## config.mk

```make
export PLATFORM = sky130hd
export DESIGN_NAME = dac_code_calibration_search_flat
export DESIGN_NICKNAME = d
export VERILOG_FILES = /design/src/design/dccs_pkg.sv /design/src/design/dccs_if.sv /design/src/design/dccs_front.sv /design/src/design/dccs_fifo.sv /design/src/design/dccs_back.sv /design/src/design/dac_code_calibration_search.sv /design/src/flat_wrapper.sv
export SDC_FILE = /design/constraint.sdc
export NUM_CORES = 1
export LEC_CHECK = 0
export BUFFER_PORTS_ARGS = -buffer_cell sky130_fd_sc_hd__buf_2
export CORE_UTILIZATION = 55
export CTS_CLUSTER_SIZE = 8
export DETAILED_ROUTE_END_ITERATION = 16
export PLACE_DENSITY = 0.7
export SYNTH_ARGS = -nofsm -noshare
export SYNTH_HDL_FRONTEND = slang
export SYNTH_HIERARCHICAL = 1
export SYNTH_SLANG_ARGS = --single-unit
export TNS_END_PERCENT = 100
```

## constraint.sdc

```tcl
create_clock -name i_clk -period 8.1 [get_ports i_clk]
set_input_delay 0.405 -clock i_clk [delete_from_list [all_inputs] [get_ports i_clk]]
set_output_delay 0.405 -clock i_clk [all_outputs]
set_load 0.005 [all_outputs]
```

## src/design/dccs_pkg.sv

```systemverilog
// shared constants, codes and types of the dac code calibration search
package dccs_pkg;

    // fixed point format of all voltages
    localparam int FRAC_BITS = 16;

    // field widths
    localparam int CH_W     = 2;
    localparam int CODE_W   = 16;
    localparam int TGT_W    = 20;
    localparam int TOL_W    = 20;
    localparam int RD_IN_W  = 21;
    localparam int ST_W     = 2;
    localparam int CFG_W    = 16;
    localparam int IDX_W    = 2;

    localparam logic [CODE_W-1:0] CODE_MAX = {CODE_W{1'b1}};
    localparam logic [TOL_W-1:0]  TOL_MAX  = {TOL_W{1'b1}};

    // register reset values
    localparam logic [CFG_W-1:0] INIT_TOL_RST  = CFG_W'(66);
    localparam logic [CFG_W-1:0] ZERO_CODE_RST = CFG_W'(3000);
    localparam logic [CFG_W-1:0] FULL_CODE_RST = CFG_W'(64000);

    // register indexes
    localparam logic [IDX_W-1:0] REG_INIT_TOL  = IDX_W'(0);
    localparam logic [IDX_W-1:0] REG_ZERO_CODE = IDX_W'(1);
    localparam logic [IDX_W-1:0] REG_FULL_CODE = IDX_W'(2);

    // commands
    localparam logic CMD_START   = 1'b0;
    localparam logic CMD_READING = 1'b1;

    // result status
    localparam logic [ST_W-1:0] ST_MEASURE = ST_W'(0);
    localparam logic [ST_W-1:0] ST_DONE    = ST_W'(1);
    localparam logic [ST_W-1:0] ST_IGNORED = ST_W'(2);

    // reading width after inversion, wide enough for 10 V plus a negative reading
    localparam int RD_W = (FRAC_BITS + 6 > 22) ? FRAC_BITS + 6 : 22;
    localparam logic [RD_W-1:0] TEN_VOLTS = RD_W'(longint'(10) << FRAC_BITS);

    // first guess: floor(floor(t * 65535 / 2^frac) / 10), divide by 10 via reciprocal
    localparam int SCALED_W = TGT_W + CODE_W;
    localparam int QW       = SCALED_W - FRAC_BITS;
    localparam int RECIP_SH = QW + 4;
    localparam int RECIP_W  = RECIP_SH - 3;
    localparam logic [RECIP_W-1:0] RECIP =
        RECIP_W'(((longint'(1) << RECIP_SH) + 9) / 10);
    localparam int PROD_W   = QW + RECIP_W;

    // queue between front and back
    localparam int QUEUE_DEPTH = 4;
    localparam int QPTR_W      = $clog2(QUEUE_DEPTH);
    localparam int QCNT_W      = $clog2(QUEUE_DEPTH + 1);

    typedef struct packed {
        logic [CFG_W-1:0] init_tol;
        logic [CFG_W-1:0] zero_code;
        logic [CFG_W-1:0] full_code;
    } t_cfg;

    // classified item handed from front to back
    typedef struct packed {
        logic              is_start;
        logic [CH_W-1:0]   channel;
        logic [TGT_W-1:0]  target;
        logic              invert;
        logic [CODE_W-1:0] guess;
        logic [RD_W-1:0]   rd_plain;
        logic [RD_W-1:0]   rd_inv;
    } t_item;

endpackage

```

## src/design/dccs_if.sv

```systemverilog
// stream and configuration channel interfaces
interface dccs_in_if import dccs_pkg::*; ();
    logic                valid;
    logic                ready;
    logic                command;
    logic [CH_W-1:0]     channel;
    logic [TGT_W-1:0]    target_voltage;
    logic                invert_reading;
    logic [RD_IN_W-1:0]  reading;

    modport source (output valid, command, channel, target_voltage, invert_reading, reading,
                    input ready);
    modport sink   (input valid, command, channel, target_voltage, invert_reading, reading,
                    output ready);
endinterface

interface dccs_out_if import dccs_pkg::*; ();
    logic              valid;
    logic              ready;
    logic [CH_W-1:0]   out_channel;
    logic [CODE_W-1:0] dac_code;
    logic [ST_W-1:0]   status;
    logic [TOL_W-1:0]  current_tolerance;

    modport source (output valid, out_channel, dac_code, status, current_tolerance,
                    input ready);
    modport sink   (input valid, out_channel, dac_code, status, current_tolerance,
                    output ready);
endinterface

interface dccs_cfg_if import dccs_pkg::*; ();
    logic             valid;
    logic             ready;
    logic [IDX_W-1:0] index;
    logic [CFG_W-1:0] data;

    modport source (output valid, index, data, input ready);
    modport sink   (input valid, index, data, output ready);
endinterface

```

## src/design/dccs_front.sv

```systemverilog
// front end: accepts beats, computes the first guess and reading variants
module dccs_front import dccs_pkg::*; (
    input  logic       i_clk,
    input  logic       i_rst_n,
    dccs_in_if.sink    i_in,
    input  t_cfg       i_cfg,
    input  logic       i_full,
    output logic       o_push,
    output t_item      o_item
);

    logic                adv;
    logic                acc;
    logic [SCALED_W-1:0] scaled;
    logic [QW-1:0]       n_q;
    logic [RD_W-1:0]     rd_ext;
    logic [PROD_W-1:0]   g;

    logic                r_v1;
    logic                r_s1_start;
    logic [CH_W-1:0]     r_s1_ch;
    logic [TGT_W-1:0]    r_s1_tgt;
    logic                r_s1_inv;
    logic [QW-1:0]       r_s1_q;
    logic [RD_W-1:0]     r_s1_plain;
    logic [RD_W-1:0]     r_s1_rinv;

    logic                r_v2;
    logic                r_s2_start;
    logic [CH_W-1:0]     r_s2_ch;
    logic [TGT_W-1:0]    r_s2_tgt;
    logic                r_s2_inv;
    logic [PROD_W-1:0]   r_s2_prod;
    logic [RD_W-1:0]     r_s2_plain;
    logic [RD_W-1:0]     r_s2_rinv;

    // whole pipe moves unless its last stage is blocked by a full queue
    assign adv        = !(r_v2 && i_full);
    assign i_in.ready = adv;
    assign acc        = i_in.valid && adv;

    // t * 65535 as shift and subtract
    assign scaled = {i_in.target_voltage, CODE_W'(0)} - SCALED_W'(i_in.target_voltage);
    assign n_q    = QW'(scaled >> FRAC_BITS);
    assign rd_ext = RD_W'($signed(i_in.reading));

    always_ff @(posedge i_clk) begin
        if (!i_rst_n) begin
            r_v1 <= 1'b0;
            r_v2 <= 1'b0;
        end else if (adv) begin
            r_v1 <= acc;
            r_v2 <= r_v1;
        end
    end

    always_ff @(posedge i_clk) begin
        if (adv) begin
            r_s1_start <= (i_in.command == CMD_START);
            r_s1_ch    <= i_in.channel;
            r_s1_tgt   <= i_in.target_voltage;
            r_s1_inv   <= i_in.invert_reading;
            r_s1_q     <= n_q;
            r_s1_plain <= rd_ext;
            r_s1_rinv  <= TEN_VOLTS - rd_ext;

            r_s2_start <= r_s1_start;
            r_s2_ch    <= r_s1_ch;
            r_s2_tgt   <= r_s1_tgt;
            r_s2_inv   <= r_s1_inv;
            r_s2_prod  <= PROD_W'(r_s1_q) * PROD_W'(RECIP);
            r_s2_plain <= r_s1_plain;
            r_s2_rinv  <= r_s1_rinv;
        end
    end

    // quotient by 10, then the end-code substitutes
    assign g = r_s2_prod >> RECIP_SH;

    always_comb begin
        o_item.is_start = r_s2_start;
        o_item.channel  = r_s2_ch;
        o_item.target   = r_s2_tgt;
        o_item.invert   = r_s2_inv;
        o_item.rd_plain = r_s2_plain;
        o_item.rd_inv   = r_s2_rinv;
        priority if (g == '0) begin
            o_item.guess = i_cfg.zero_code;
        end else if (g >= PROD_W'(CODE_MAX)) begin
            o_item.guess = i_cfg.full_code;
        end else begin
            o_item.guess = g[CODE_W-1:0];
        end
    end

    assign o_push = r_v2 && !i_full;

endmodule

```

## src/design/dccs_fifo.sv

```systemverilog
// short queue of classified items between front and back
module dccs_fifo import dccs_pkg::*; (
    input  logic  i_clk,
    input  logic  i_rst_n,
    input  logic  i_push,
    input  t_item i_item,
    output logic  o_full,
    input  logic  i_pop,
    output t_item o_item,
    output logic  o_empty
);

    t_item             r_mem [QUEUE_DEPTH];
    logic [QPTR_W-1:0] r_wr;
    logic [QPTR_W-1:0] r_rd;
    logic [QCNT_W-1:0] r_cnt;

    assign o_full  = (r_cnt == QCNT_W'(QUEUE_DEPTH));
    assign o_empty = (r_cnt == '0);
    assign o_item  = r_mem[r_rd];

    always_ff @(posedge i_clk) begin
        if (i_push) begin
            r_mem[r_wr] <= i_item;
        end
    end

    always_ff @(posedge i_clk) begin
        if (!i_rst_n) begin
            r_wr  <= '0;
            r_rd  <= '0;
            r_cnt <= '0;
        end else begin
            if (i_push) begin
                r_wr <= r_wr + QPTR_W'(1);
            end
            if (i_pop) begin
                r_rd <= r_rd + QPTR_W'(1);
            end
            unique case ({i_push, i_pop})
                2'b10:   r_cnt <= r_cnt + QCNT_W'(1);
                2'b01:   r_cnt <= r_cnt - QCNT_W'(1);
                default: r_cnt <= r_cnt;
            endcase
        end
    end

`ifndef SYNTHESIS
    a_no_overflow: assert property (@(posedge i_clk) disable iff (!i_rst_n)
        i_push |-> !o_full) else $error("push into full queue");
    a_no_underflow: assert property (@(posedge i_clk) disable iff (!i_rst_n)
        i_pop |-> !o_empty) else $error("pop from empty queue");
`endif

endmodule

```

## src/design/dccs_back.sv

```systemverilog
// back end: search state, one step per item, registered result
module dccs_back import dccs_pkg::*; (
    input  logic             i_clk,
    input  logic             i_rst_n,
    input  logic [CFG_W-1:0] i_init_tol,
    input  logic             i_empty,
    input  t_item            i_item,
    output logic             o_pop,
    dccs_out_if.source       o_out
);

    logic              r_searching;
    logic [CODE_W-1:0] r_guess;
    logic [CODE_W-1:0] r_prev;
    logic [TOL_W-1:0]  r_tol;
    logic [TGT_W-1:0]  r_target;
    logic              r_invert;
    logic [CH_W-1:0]   r_channel;
    logic              r_out_vld;
    logic [ST_W-1:0]   r_out_status;

    logic              n_searching;
    logic [CODE_W-1:0] n_guess;
    logic [CODE_W-1:0] n_prev;
    logic [TOL_W-1:0]  n_tol;
    logic [TGT_W-1:0]  n_target;
    logic              n_invert;
    logic [CH_W-1:0]   n_channel;
    logic [ST_W-1:0]   n_status;

    logic signed [RD_W-1:0] rd;
    logic signed [RD_W-1:0] tg;
    logic signed [RD_W:0]   d;
    logic [RD_W:0]          absd;
    logic                   gt;
    logic                   lt;
    logic [TOL_W:0]         grown;
    logic [TOL_W-1:0]       tol_grown;
    logic                   reversal;
    logic [TOL_W-1:0]       step_tol;

    assign o_pop = !i_empty && (!r_out_vld || o_out.ready);

    assign rd   = $signed(r_invert ? i_item.rd_inv : i_item.rd_plain);
    assign tg   = $signed({{(RD_W - TGT_W){1'b0}}, r_target});
    assign gt   = rd > tg;
    assign lt   = rd < tg;
    assign d    = {rd[RD_W-1], rd} - {tg[RD_W-1], tg};
    assign absd = gt ? d : -d;

    assign grown     = (TOL_W+1)'(r_tol) + (TOL_W+1)'(r_tol >> 2);
    assign tol_grown = grown[TOL_W] ? TOL_MAX : grown[TOL_W-1:0];
    assign reversal  = (gt && (r_prev < r_guess)) || (lt && (r_prev > r_guess));
    assign step_tol  = reversal ? tol_grown : r_tol;

    always_comb begin
        n_searching = r_searching;
        n_guess     = r_guess;
        n_prev      = r_prev;
        n_tol       = r_tol;
        n_target    = r_target;
        n_invert    = r_invert;
        n_channel   = r_channel;
        n_status    = ST_MEASURE;
        priority if (i_item.is_start) begin
            n_channel   = i_item.channel;
            n_target    = i_item.target;
            n_invert    = i_item.invert;
            n_guess     = i_item.guess;
            n_prev      = i_item.guess;
            n_tol       = TOL_W'(i_init_tol);
            n_searching = 1'b1;
        end else if (!r_searching) begin
            n_status = ST_IGNORED;
        end else begin
            n_tol = step_tol;
            if (gt) begin
                n_prev  = r_guess;
                n_guess = (r_guess != '0) ? r_guess - CODE_W'(1) : r_guess;
            end else if (lt) begin
                n_prev  = r_guess;
                n_guess = (r_guess != CODE_MAX) ? r_guess + CODE_W'(1) : r_guess;
            end
            if (absd <= (RD_W+1)'(step_tol)) begin
                n_searching = 1'b0;
                n_status    = ST_DONE;
            end
        end
    end

    always_ff @(posedge i_clk) begin
        if (!i_rst_n) begin
            r_searching  <= 1'b0;
            r_guess      <= '0;
            r_prev       <= '0;
            r_tol        <= TOL_W'(INIT_TOL_RST);
            r_target     <= '0;
            r_invert     <= 1'b0;
            r_channel    <= '0;
            r_out_vld    <= 1'b0;
            r_out_status <= ST_MEASURE;
        end else begin
            if (o_pop) begin
                r_searching  <= n_searching;
                r_guess      <= n_guess;
                r_prev       <= n_prev;
                r_tol        <= n_tol;
                r_target     <= n_target;
                r_invert     <= n_invert;
                r_channel    <= n_channel;
                r_out_status <= n_status;
                r_out_vld    <= 1'b1;
            end else if (o_out.ready) begin
                r_out_vld    <= 1'b0;
            end
        end
    end

    // result fields are the state after the step
    assign o_out.valid             = r_out_vld;
    assign o_out.out_channel       = r_channel;
    assign o_out.dac_code          = r_guess;
    assign o_out.status            = r_out_status;
    assign o_out.current_tolerance = r_tol;

`ifndef SYNTHESIS
    a_done_stops: assert property (@(posedge i_clk) disable iff (!i_rst_n)
        (r_out_vld && r_out_status == ST_DONE) |-> !r_searching)
        else $error("search still running after done result");
    a_ignored_idle: assert property (@(posedge i_clk) disable iff (!i_rst_n)
        (r_out_vld && r_out_status == ST_IGNORED) |-> !r_searching)
        else $error("reading ignored while searching");
    a_measure_running: assert property (@(posedge i_clk) disable iff (!i_rst_n)
        (r_out_vld && r_out_status == ST_MEASURE) |-> r_searching)
        else $error("measure result without running search");
    a_step_one: assert property (@(posedge i_clk) disable iff (!i_rst_n)
        r_searching |-> (r_prev == r_guess
                         || {1'b0, r_prev} == {1'b0, r_guess} + 17'd1
                         || {1'b0, r_prev} + 17'd1 == {1'b0, r_guess}))
        else $error("code moved by more than one step");
`endif

endmodule

```

## src/design/dac_code_calibration_search.sv

```systemverilog
// top level of the dac code calibration search
// Searches for the DAC code that produces a target voltage. A start beat
// (command 0) loads channel, target and invert flag and returns the first
// guess, floor(target * 65535 / 10 V) with the zero and full-scale substitute
// codes; each reading beat (command 1) steps the code one toward the target,
// widens the tolerance by a quarter on every direction reversal, and returns
// status 1 with the last stepped code once |reading - target| is within the
// tolerance. Voltages are Q16 volts. Unless stalled by the receiver or a full
// queue, the block takes one beat per clock and returns one result per beat;
// the rate is set by the back end, which then updates the search state once
// per cycle with a single compare-and-step. The first guess division is done
// ahead of it in a two-stage front pipeline (shift-subtract, then a reciprocal
// multiply), with a four-entry queue between the two so either side can stall.
// Configuration writes are always accepted and must only be issued when idle.
module dac_code_calibration_search import dccs_pkg::*; (
    input  logic        i_clk,
    input  logic        i_rst_n,
    dccs_in_if.sink     i_in,
    dccs_out_if.source  o_out,
    dccs_cfg_if.sink    i_cfg
);

    t_cfg  r_cfg;
    t_item push_item;
    t_item pop_item;
    logic  push;
    logic  pop;
    logic  full;
    logic  empty;

    // configuration registers, writes beyond the list are dropped
    assign i_cfg.ready = 1'b1;

    always_ff @(posedge i_clk) begin
        if (!i_rst_n) begin
            r_cfg.init_tol  <= INIT_TOL_RST;
            r_cfg.zero_code <= ZERO_CODE_RST;
            r_cfg.full_code <= FULL_CODE_RST;
        end else if (i_cfg.valid) begin
            unique case (i_cfg.index)
                REG_INIT_TOL:  r_cfg.init_tol  <= i_cfg.data;
                REG_ZERO_CODE: r_cfg.zero_code <= i_cfg.data;
                REG_FULL_CODE: r_cfg.full_code <= i_cfg.data;
                default:       r_cfg <= r_cfg;
            endcase
        end
    end

    // front: accept beat, classify, first guess
    dccs_front u_front (
        .i_clk   (i_clk),
        .i_rst_n (i_rst_n),
        .i_in    (i_in),
        .i_cfg   (r_cfg),
        .i_full  (full),
        .o_push  (push),
        .o_item  (push_item)
    );

    // decoupling queue
    dccs_fifo u_fifo (
        .i_clk   (i_clk),
        .i_rst_n (i_rst_n),
        .i_push  (push),
        .i_item  (push_item),
        .o_full  (full),
        .i_pop   (pop),
        .o_item  (pop_item),
        .o_empty (empty)
    );

    // back: search state and result register
    dccs_back u_back (
        .i_clk      (i_clk),
        .i_rst_n    (i_rst_n),
        .i_init_tol (r_cfg.init_tol),
        .i_empty    (empty),
        .i_item     (pop_item),
        .o_pop      (pop),
        .o_out      (o_out)
    );

endmodule

```

## src/flat_wrapper.sv

```systemverilog
// flat-port wrapper written by rule: the top's interface ports become plain ports
module dac_code_calibration_search_flat import dccs_pkg::*;
  (i_clk, i_rst_n, i_in_valid, i_in_command, i_in_channel, i_in_target_voltage, i_in_invert_reading, i_in_reading, i_in_ready, o_out_valid, o_out_out_channel, o_out_dac_code, o_out_status, o_out_current_tolerance, o_out_ready, i_cfg_valid, i_cfg_index, i_cfg_data, i_cfg_ready);
  dccs_in_if i_in_i ();
  dccs_out_if o_out_i ();
  dccs_cfg_if i_cfg_i ();
  input  logic i_clk;
  input  logic i_rst_n;
  input wire logic [$bits(i_in_i.valid)-1:0] i_in_valid;
  input wire logic [$bits(i_in_i.command)-1:0] i_in_command;
  input wire logic [$bits(i_in_i.channel)-1:0] i_in_channel;
  input wire logic [$bits(i_in_i.target_voltage)-1:0] i_in_target_voltage;
  input wire logic [$bits(i_in_i.invert_reading)-1:0] i_in_invert_reading;
  input wire logic [$bits(i_in_i.reading)-1:0] i_in_reading;
  output wire logic [$bits(i_in_i.ready)-1:0] i_in_ready;
  output wire logic [$bits(o_out_i.valid)-1:0] o_out_valid;
  output wire logic [$bits(o_out_i.out_channel)-1:0] o_out_out_channel;
  output wire logic [$bits(o_out_i.dac_code)-1:0] o_out_dac_code;
  output wire logic [$bits(o_out_i.status)-1:0] o_out_status;
  output wire logic [$bits(o_out_i.current_tolerance)-1:0] o_out_current_tolerance;
  input wire logic [$bits(o_out_i.ready)-1:0] o_out_ready;
  input wire logic [$bits(i_cfg_i.valid)-1:0] i_cfg_valid;
  input wire logic [$bits(i_cfg_i.index)-1:0] i_cfg_index;
  input wire logic [$bits(i_cfg_i.data)-1:0] i_cfg_data;
  output wire logic [$bits(i_cfg_i.ready)-1:0] i_cfg_ready;
  assign i_in_i.valid = i_in_valid;
  assign i_in_i.command = i_in_command;
  assign i_in_i.channel = i_in_channel;
  assign i_in_i.target_voltage = i_in_target_voltage;
  assign i_in_i.invert_reading = i_in_invert_reading;
  assign i_in_i.reading = i_in_reading;
  assign i_in_ready = i_in_i.ready;
  assign o_out_valid = o_out_i.valid;
  assign o_out_out_channel = o_out_i.out_channel;
  assign o_out_dac_code = o_out_i.dac_code;
  assign o_out_status = o_out_i.status;
  assign o_out_current_tolerance = o_out_i.current_tolerance;
  assign o_out_i.ready = o_out_ready;
  assign i_cfg_i.valid = i_cfg_valid;
  assign i_cfg_i.index = i_cfg_index;
  assign i_cfg_i.data = i_cfg_data;
  assign i_cfg_ready = i_cfg_i.ready;
  dac_code_calibration_search u_core (.i_clk(i_clk), .i_rst_n(i_rst_n), .i_in(i_in_i), .o_out(o_out_i), .i_cfg(i_cfg_i));
endmodule
```

==> results of run 1 <==
[kinds of logic after synthesis]
kind of cell / after synthesis / synth area share [%]
buffers and inverters: 388 / 4.49
and+or+nand+nor: 566 / 8.08
DFF: 643 / 49.8
adders and majority gates: 436 / 17.9
AOI/OAI and AO/OA: 481 / 9.22
xor gates and xnor gates: 134 / 3.26
other: 1 / 0.0104
muxes: 152 / 7.22
[worst max-delay path, delay by kind of cell (launching register included)]
family | cells | cell delay (ns)
simple gates | 2 | 0.22
buf+inv | 2 | 1.00
flops | 1 | 0.84
mux | 2 | 0.72
compound gates | 13 | 3.52
fa+ha+maj | 2 | 0.59
xor+xnor | 1 | 0.14
[routing by layer]
metal  global-route usage, %  part of all wire, %  vias to the layer above
li1                        -                    -                    10600
met1                    35.5                   44                    11400
met2                    42.2                   48                      759
met3                    3.57                  5.5                      138
met4                    8.53                  2.7                        0
met5                       0                    0                        -
[flip-flops by register name, indices dropped and copies added, names as in the netlist, 21 cells and up, named ones only]
name                       cells
u_core/u_front/r_s2_rinv      21
u_core/u_front/r_s2_plain     21
u_core/u_fifo/r_mem          336
u_core/u_front/r_s1_rinv      21
u_core/r_cfg                  48
u_core/u_front/r_s1_plain     21
[placed cells by master (no fill, tap or decap), drive strengths merged, types with 79 or more instances in the layout]
master  count
o21ai      86
dfxtp     138
ha        303
nand2     208
fa        133
inv       292
edfxtp    505
a21oi     128
buf       133
clkbuf    140
nor2      104
mux4       84
xnor2      79
[worst max-delay path by stage]
stage               start  slack, ns                          endpoint
floorplan            flop       1.80  u_core/u_back/o_out.dac_code[15]
global placement     flop       1.09  u_core/u_back/o_out.dac_code[15]
detailed placement   flop       1.03  u_core/u_back/o_out.dac_code[15]
CTS                  flop       0.98  u_core/u_back/o_out.dac_code[15]
global route         flop       0.41  u_core/u_back/o_out.dac_code[15]
finish               flop       0.95  u_core/u_back/o_out.dac_code[15]
[metrics by stage]
stage	area [µm²]	util (%)	cells
floorplan	36000	-	2801
global placement	37300	57.8	3693
detailed placement	37300	57.8	3693
CTS	40100	62.1	3865
global route	40100	62.1	3865
finish	40100	62.1	3865
[area by class of cell]
cell class | instances | share of cell area, %
flip-flops and latches | 643 | 44.7
clock buffers | 140 | 6.08
clock inverters | 5 | 0.221
well taps | 855 | 2.67
multi-input cells | 1770 | 41.1
inverters | 292 | 2.73
repair buffers | 160 | 2.49
[what timing repair did]
action	in CTS	in global routing
setup endpoints to repair	0	0
hold buffers	27	0
buffers inserted	0	0
endpoints found under the hold margin	27	0
==> results.yml, run 1 <==
sta:
  setup_violations: 0
  fin_setup_tns_ns: 0
  hold_violations: 0
  maxSlewViolCount: 0
  fmax_mhz: 140
  slew_headroom_pct: 19.9
  rsz0062_at_grt: "false"
  clock_skew_ns: 0.0127
  whs_ns: 0.0339
  final.period_utilization_pct: 88.3
  tightest_slew_ns: 1.20
  fin_crit_ns: 7.15
  worst_slack_ns: 0.949
run:
  cap_violations: 0
layout:
  fill_cells: 4958
  area_delta_synth_final_pct: 11.4
  diodes: 0
  seqCellArea_um2: 17900
  multi_input_area_um2: 16500
  drive_above_1_share_pct: 13.0
  layout.nets: 3461
die:
  design.die.area_um2: 66500
  fp.dieH_um: 258
  design.core.area_um2: 64600
  boundaryPins: 111
  die_x_um: 258
  rows: 93
  start_util_pct: 55.7
routing:
  vias_per_cell: 5.92
  routed_wl_mm: 84.3
  ant_nets: 0
  vias: 22900
  drt-pass1-iter-count: 5
  wl_per_cell_um: 21.8
  drcViolationCount: 0
  drtIter0Drc: 1944
worst_setup_path:
  cp-start-kind: "flop"
  cp.required_ns: 8.64
  end_kind: "flop"
  regToRegSetupSlack_ns: 0.95
  cp.arrival_ns: 7.70
  worst-setup-path-type: "flop to flop"
  reg2reg_to: "u_core/u_back/o_out.dac_code[15]"
  crit_top_cell: "a21oi_1"
  reg2reg_depth: 22
  max_stage_delay_ns: 0.84
  slowest_stage: "dfxtp_4"
  critPathMaxFanout: 35
  worstPathCellList: "buf_4, mux4_2, mux2i_1, ha_1, nand2b_1, a21oi_2, o211ai_1, a21oi_1, o21a_1, o211ai_2, inv_1, ha_1, a21o_1, a21o_1, a2111oi_0, o31a_1, a21oi_1, a221o_1, xnor2_1, o31ai_1, nand2_1, a21oi_1"
worst_hold_path:
  holdPathStages: 1
  whs_endpoint: "u_core/u_front/r_s1_plain[3]"
  hold_class: "input port to flop"
  worstHoldStart: "i_in_reading[3]"
clocking:
  clockBufferDepth: 3
  root_buffer: "clkbuf_16"
  cts_max_level: 3
  tritoncts: "done"
  clk_pin_slew_ns: 0.05
  cts-resized-gates: 0
  cts_buffers: 90
  insertion_delay_ns: 0.63
  clock-sinks: 643
logic_synthesis:
  synth_common_cells: "505 x edfxtp_1, 303 x ha_1, 290 x inv_1"
  synth_edf_count: 505
  syn_avg_cell_area_um2: 12.9
  synth_flop_cell: "edfxtp_1"
  synth_warnings: 6
  synth.top_cell.area_share_pct: 42.1
  synth_area_leader_cell: "edfxtp_1"
  synth_most_common_cell: "edfxtp_1"
  synth.area.top_cells: "edfxtp_1 42%, ha_1 11%, dfxtp_1 7.7%"
  ys_ff_latch: 643
  async_reset_ff_share_pct: 0
  synth_cell_types: 105
  ys_seq_area_share_pct: 49.8
  netlist_area_um2: 36000
  syn-num-nets: 3305
  synth_cells: 2801
global_routing:
  antenna_found_initial: 0
  grt_use_total_pct: 25.8
  grt_pass1_vias: 23700
  grt_max_degree: 88
  overflow: 0
  grt_pass1_wl_mm: 133
outcome:
  status: "complete, no violations"
placement:
  place.detailed.hpwl_mm: 60.4
  numPortBuffers: 109
  gp_congestion: 0.923
  pre_cts_ws_ns: 1.03
Power of run 1 is not shown: default switching activity piles up to over one toggle a cycle in this logic, so the estimate is an artifact.
==> run 2: changes to the inputs <==
Settings changed: CORE_UTILIZATION 55 to 25, PLACE_DENSITY 0.7 to 0.37.
==> results.yml, run 2 (synthesized netlist as in run 1, its figures left out) <==
run:
  cap_violations: 0
worst_hold_path:
  hold_class: "input port to flop"
  holdPathStages: 1
  worstHoldStart: "i_in_target_voltage[14]"
clocking:
  cts_buffers: 92
  clock-sinks: 643
  cts_hold_buf: 54
  cts-resized-gates: 0
  root_buffer: "clkbuf_16"
  tritoncts: "done"
  cts_setup_buffers: 0
  clk_pin_slew_ns: 0.05
  clockBufferDepth: 3
  insertion_delay_ns: 0.69
  cts_max_level: 3
worst_setup_path:
  crit_buf_inv: 2
  reg2reg_to: "u_core/u_back/o_out.status[0]"
  slowest_stage: "dfxtp_4"
  reg2reg_depth: 23
  cp.arrival_ns: 7.48
  crit_family: "compound AO/OA/AOI/OAI gates"
  worst-setup-path-type: "flop to flop"
  cp-start-kind: "flop"
  end_kind: "flop"
  regToRegSetupSlack_ns: 1.20
  cp.required_ns: 8.68
  max_stage_delay_ns: 0.74
  cp-endpoint: "u_core/u_back/o_out.status[0]"
  critPathMaxFanout: 31
  worstPathCellList: "buf_4, mux4_2, mux2_2, ha_1, and3_1, o211ai_1, a21oi_1, o21a_1, o211ai_2, or2_1, nand2_1, buf_4, o22ai_1, ha_1, a21o_1, a21oi_1, nor2_1, a211oi_1, o2111ai_1, a2bb2oi_1, a311o_1, a211oi_2, a31o_1"
  crit_cells: 23
die:
  boundaryPins: 111
  die_x_um: 381
  rows: 138
  start_util_pct: 25.3
  design.core.area_um2: 142000
  design.die.area_um2: 146000
  fp.dieH_um: 381
sta:
  maxSlewViolCount: 0
  tightest_slew_ns: 1.23
  slew_headroom_pct: 17.9
  fin_crit_ns: 6.90
  hold_violations: 0
  clock_skew_ns: 0.0506
  fmax_mhz: 145
  rsz0062_at_grt: "false"
  final.period_utilization_pct: 85.2
  fin_setup_tns_ns: 0
  setup_violations: 0
layout:
  largest_reg_flops: 336
  largest-register: "u_core/u_fifo/r_mem"
  drive_above_1_share_pct: 13.4
  largestRegisters: "u_core/u_fifo/r_mem: 336 flops, u_core/r_cfg: 48 flops"
  diodes: 0
  layout_commonest_cell: "edfxtp_1"
  fill_cells: 14500
  final_cell_mix: "505 x edfxtp_1, 303 x ha_1, 290 x inv_1"
  layout.nets: 3498
  seqCellArea_um2: 17900
  area_delta_synth_final_pct: 16.5
  multi_input_area_um2: 16500
global_routing:
  grt_use_total_pct: 13.8
  grt_pass1_vias: 24200
  antenna_found_initial: 2
  grt_pass1_wl_mm: 152
  grt_max_degree: 127
  overflow: 0
routing:
  vias_per_cell: 4.58
  wl_per_cell_um: 20.2
  drcViolationCount: 0
  drt-pass1-iter-count: 5
  vias: 22600
  drtIter0Drc: 1236
  ant_nets: 0
  routed_wl_mm: 99.8
placement:
  gp_congestion: 0.830
  numPortBuffers: 109
  place.detailed.hpwl_mm: 73.5
outcome:
  status: "complete, no violations"
[run 2: stage by stage]
step	setup WS, ns	std cells	utilization (%)	hold WS (ns)	area, µm²
after global routing	0.572	4940	29.5	0.0210	41900
after CTS	1.17	4940	29.5	0.00122	41900
final	1.20	4940	29.5	0.0658	41900
after global placement	1.28	4736	27.2	0.404	38700
after detailed placement	1.20	4736	27.2	0.405	38700
after floorplan	1.80	2801	-	0.400	36000
[run 2: metal layers]
metal / vias up / routed length [µm] / track usage [%]
li1: 10700 / - / -
met4: 0 / 1890 / 3.44
met3: 118 / 3400 / 2.24
met5: - / 0 / 0
met1: 11400 / 48000 / 18.8
met2: 395 / 46600 / 22.6
[run 2: worst min path at each step]
stage                                    to  slack, ns
3_5_place_dp   u_core/u_front/r_s2_rinv[19]       0.40
5_1_grt         u_core/u_front/r_s1_tgt[14]       0.02
4_1_cts                    u_core/r_cfg[40]      0.001
6_report        u_core/u_front/r_s1_tgt[14]       0.07
3_3_place_gp    u_core/u_front/r_s2_tgt[13]       0.40
2_1_floorplan     u_core/u_front/r_s2_ch[0]       0.40
[run 2: final cells by class]
cell class              instances  area share, %
well taps                    1890           5.64
inverters                     292           2.61
clock buffers                 141           6.05
multi-input cells            1770           39.3
repair buffers                195           3.20
flip-flops and latches        643           42.8
clock inverters                 9          0.403
Power of run 2 is left out for the same reason.
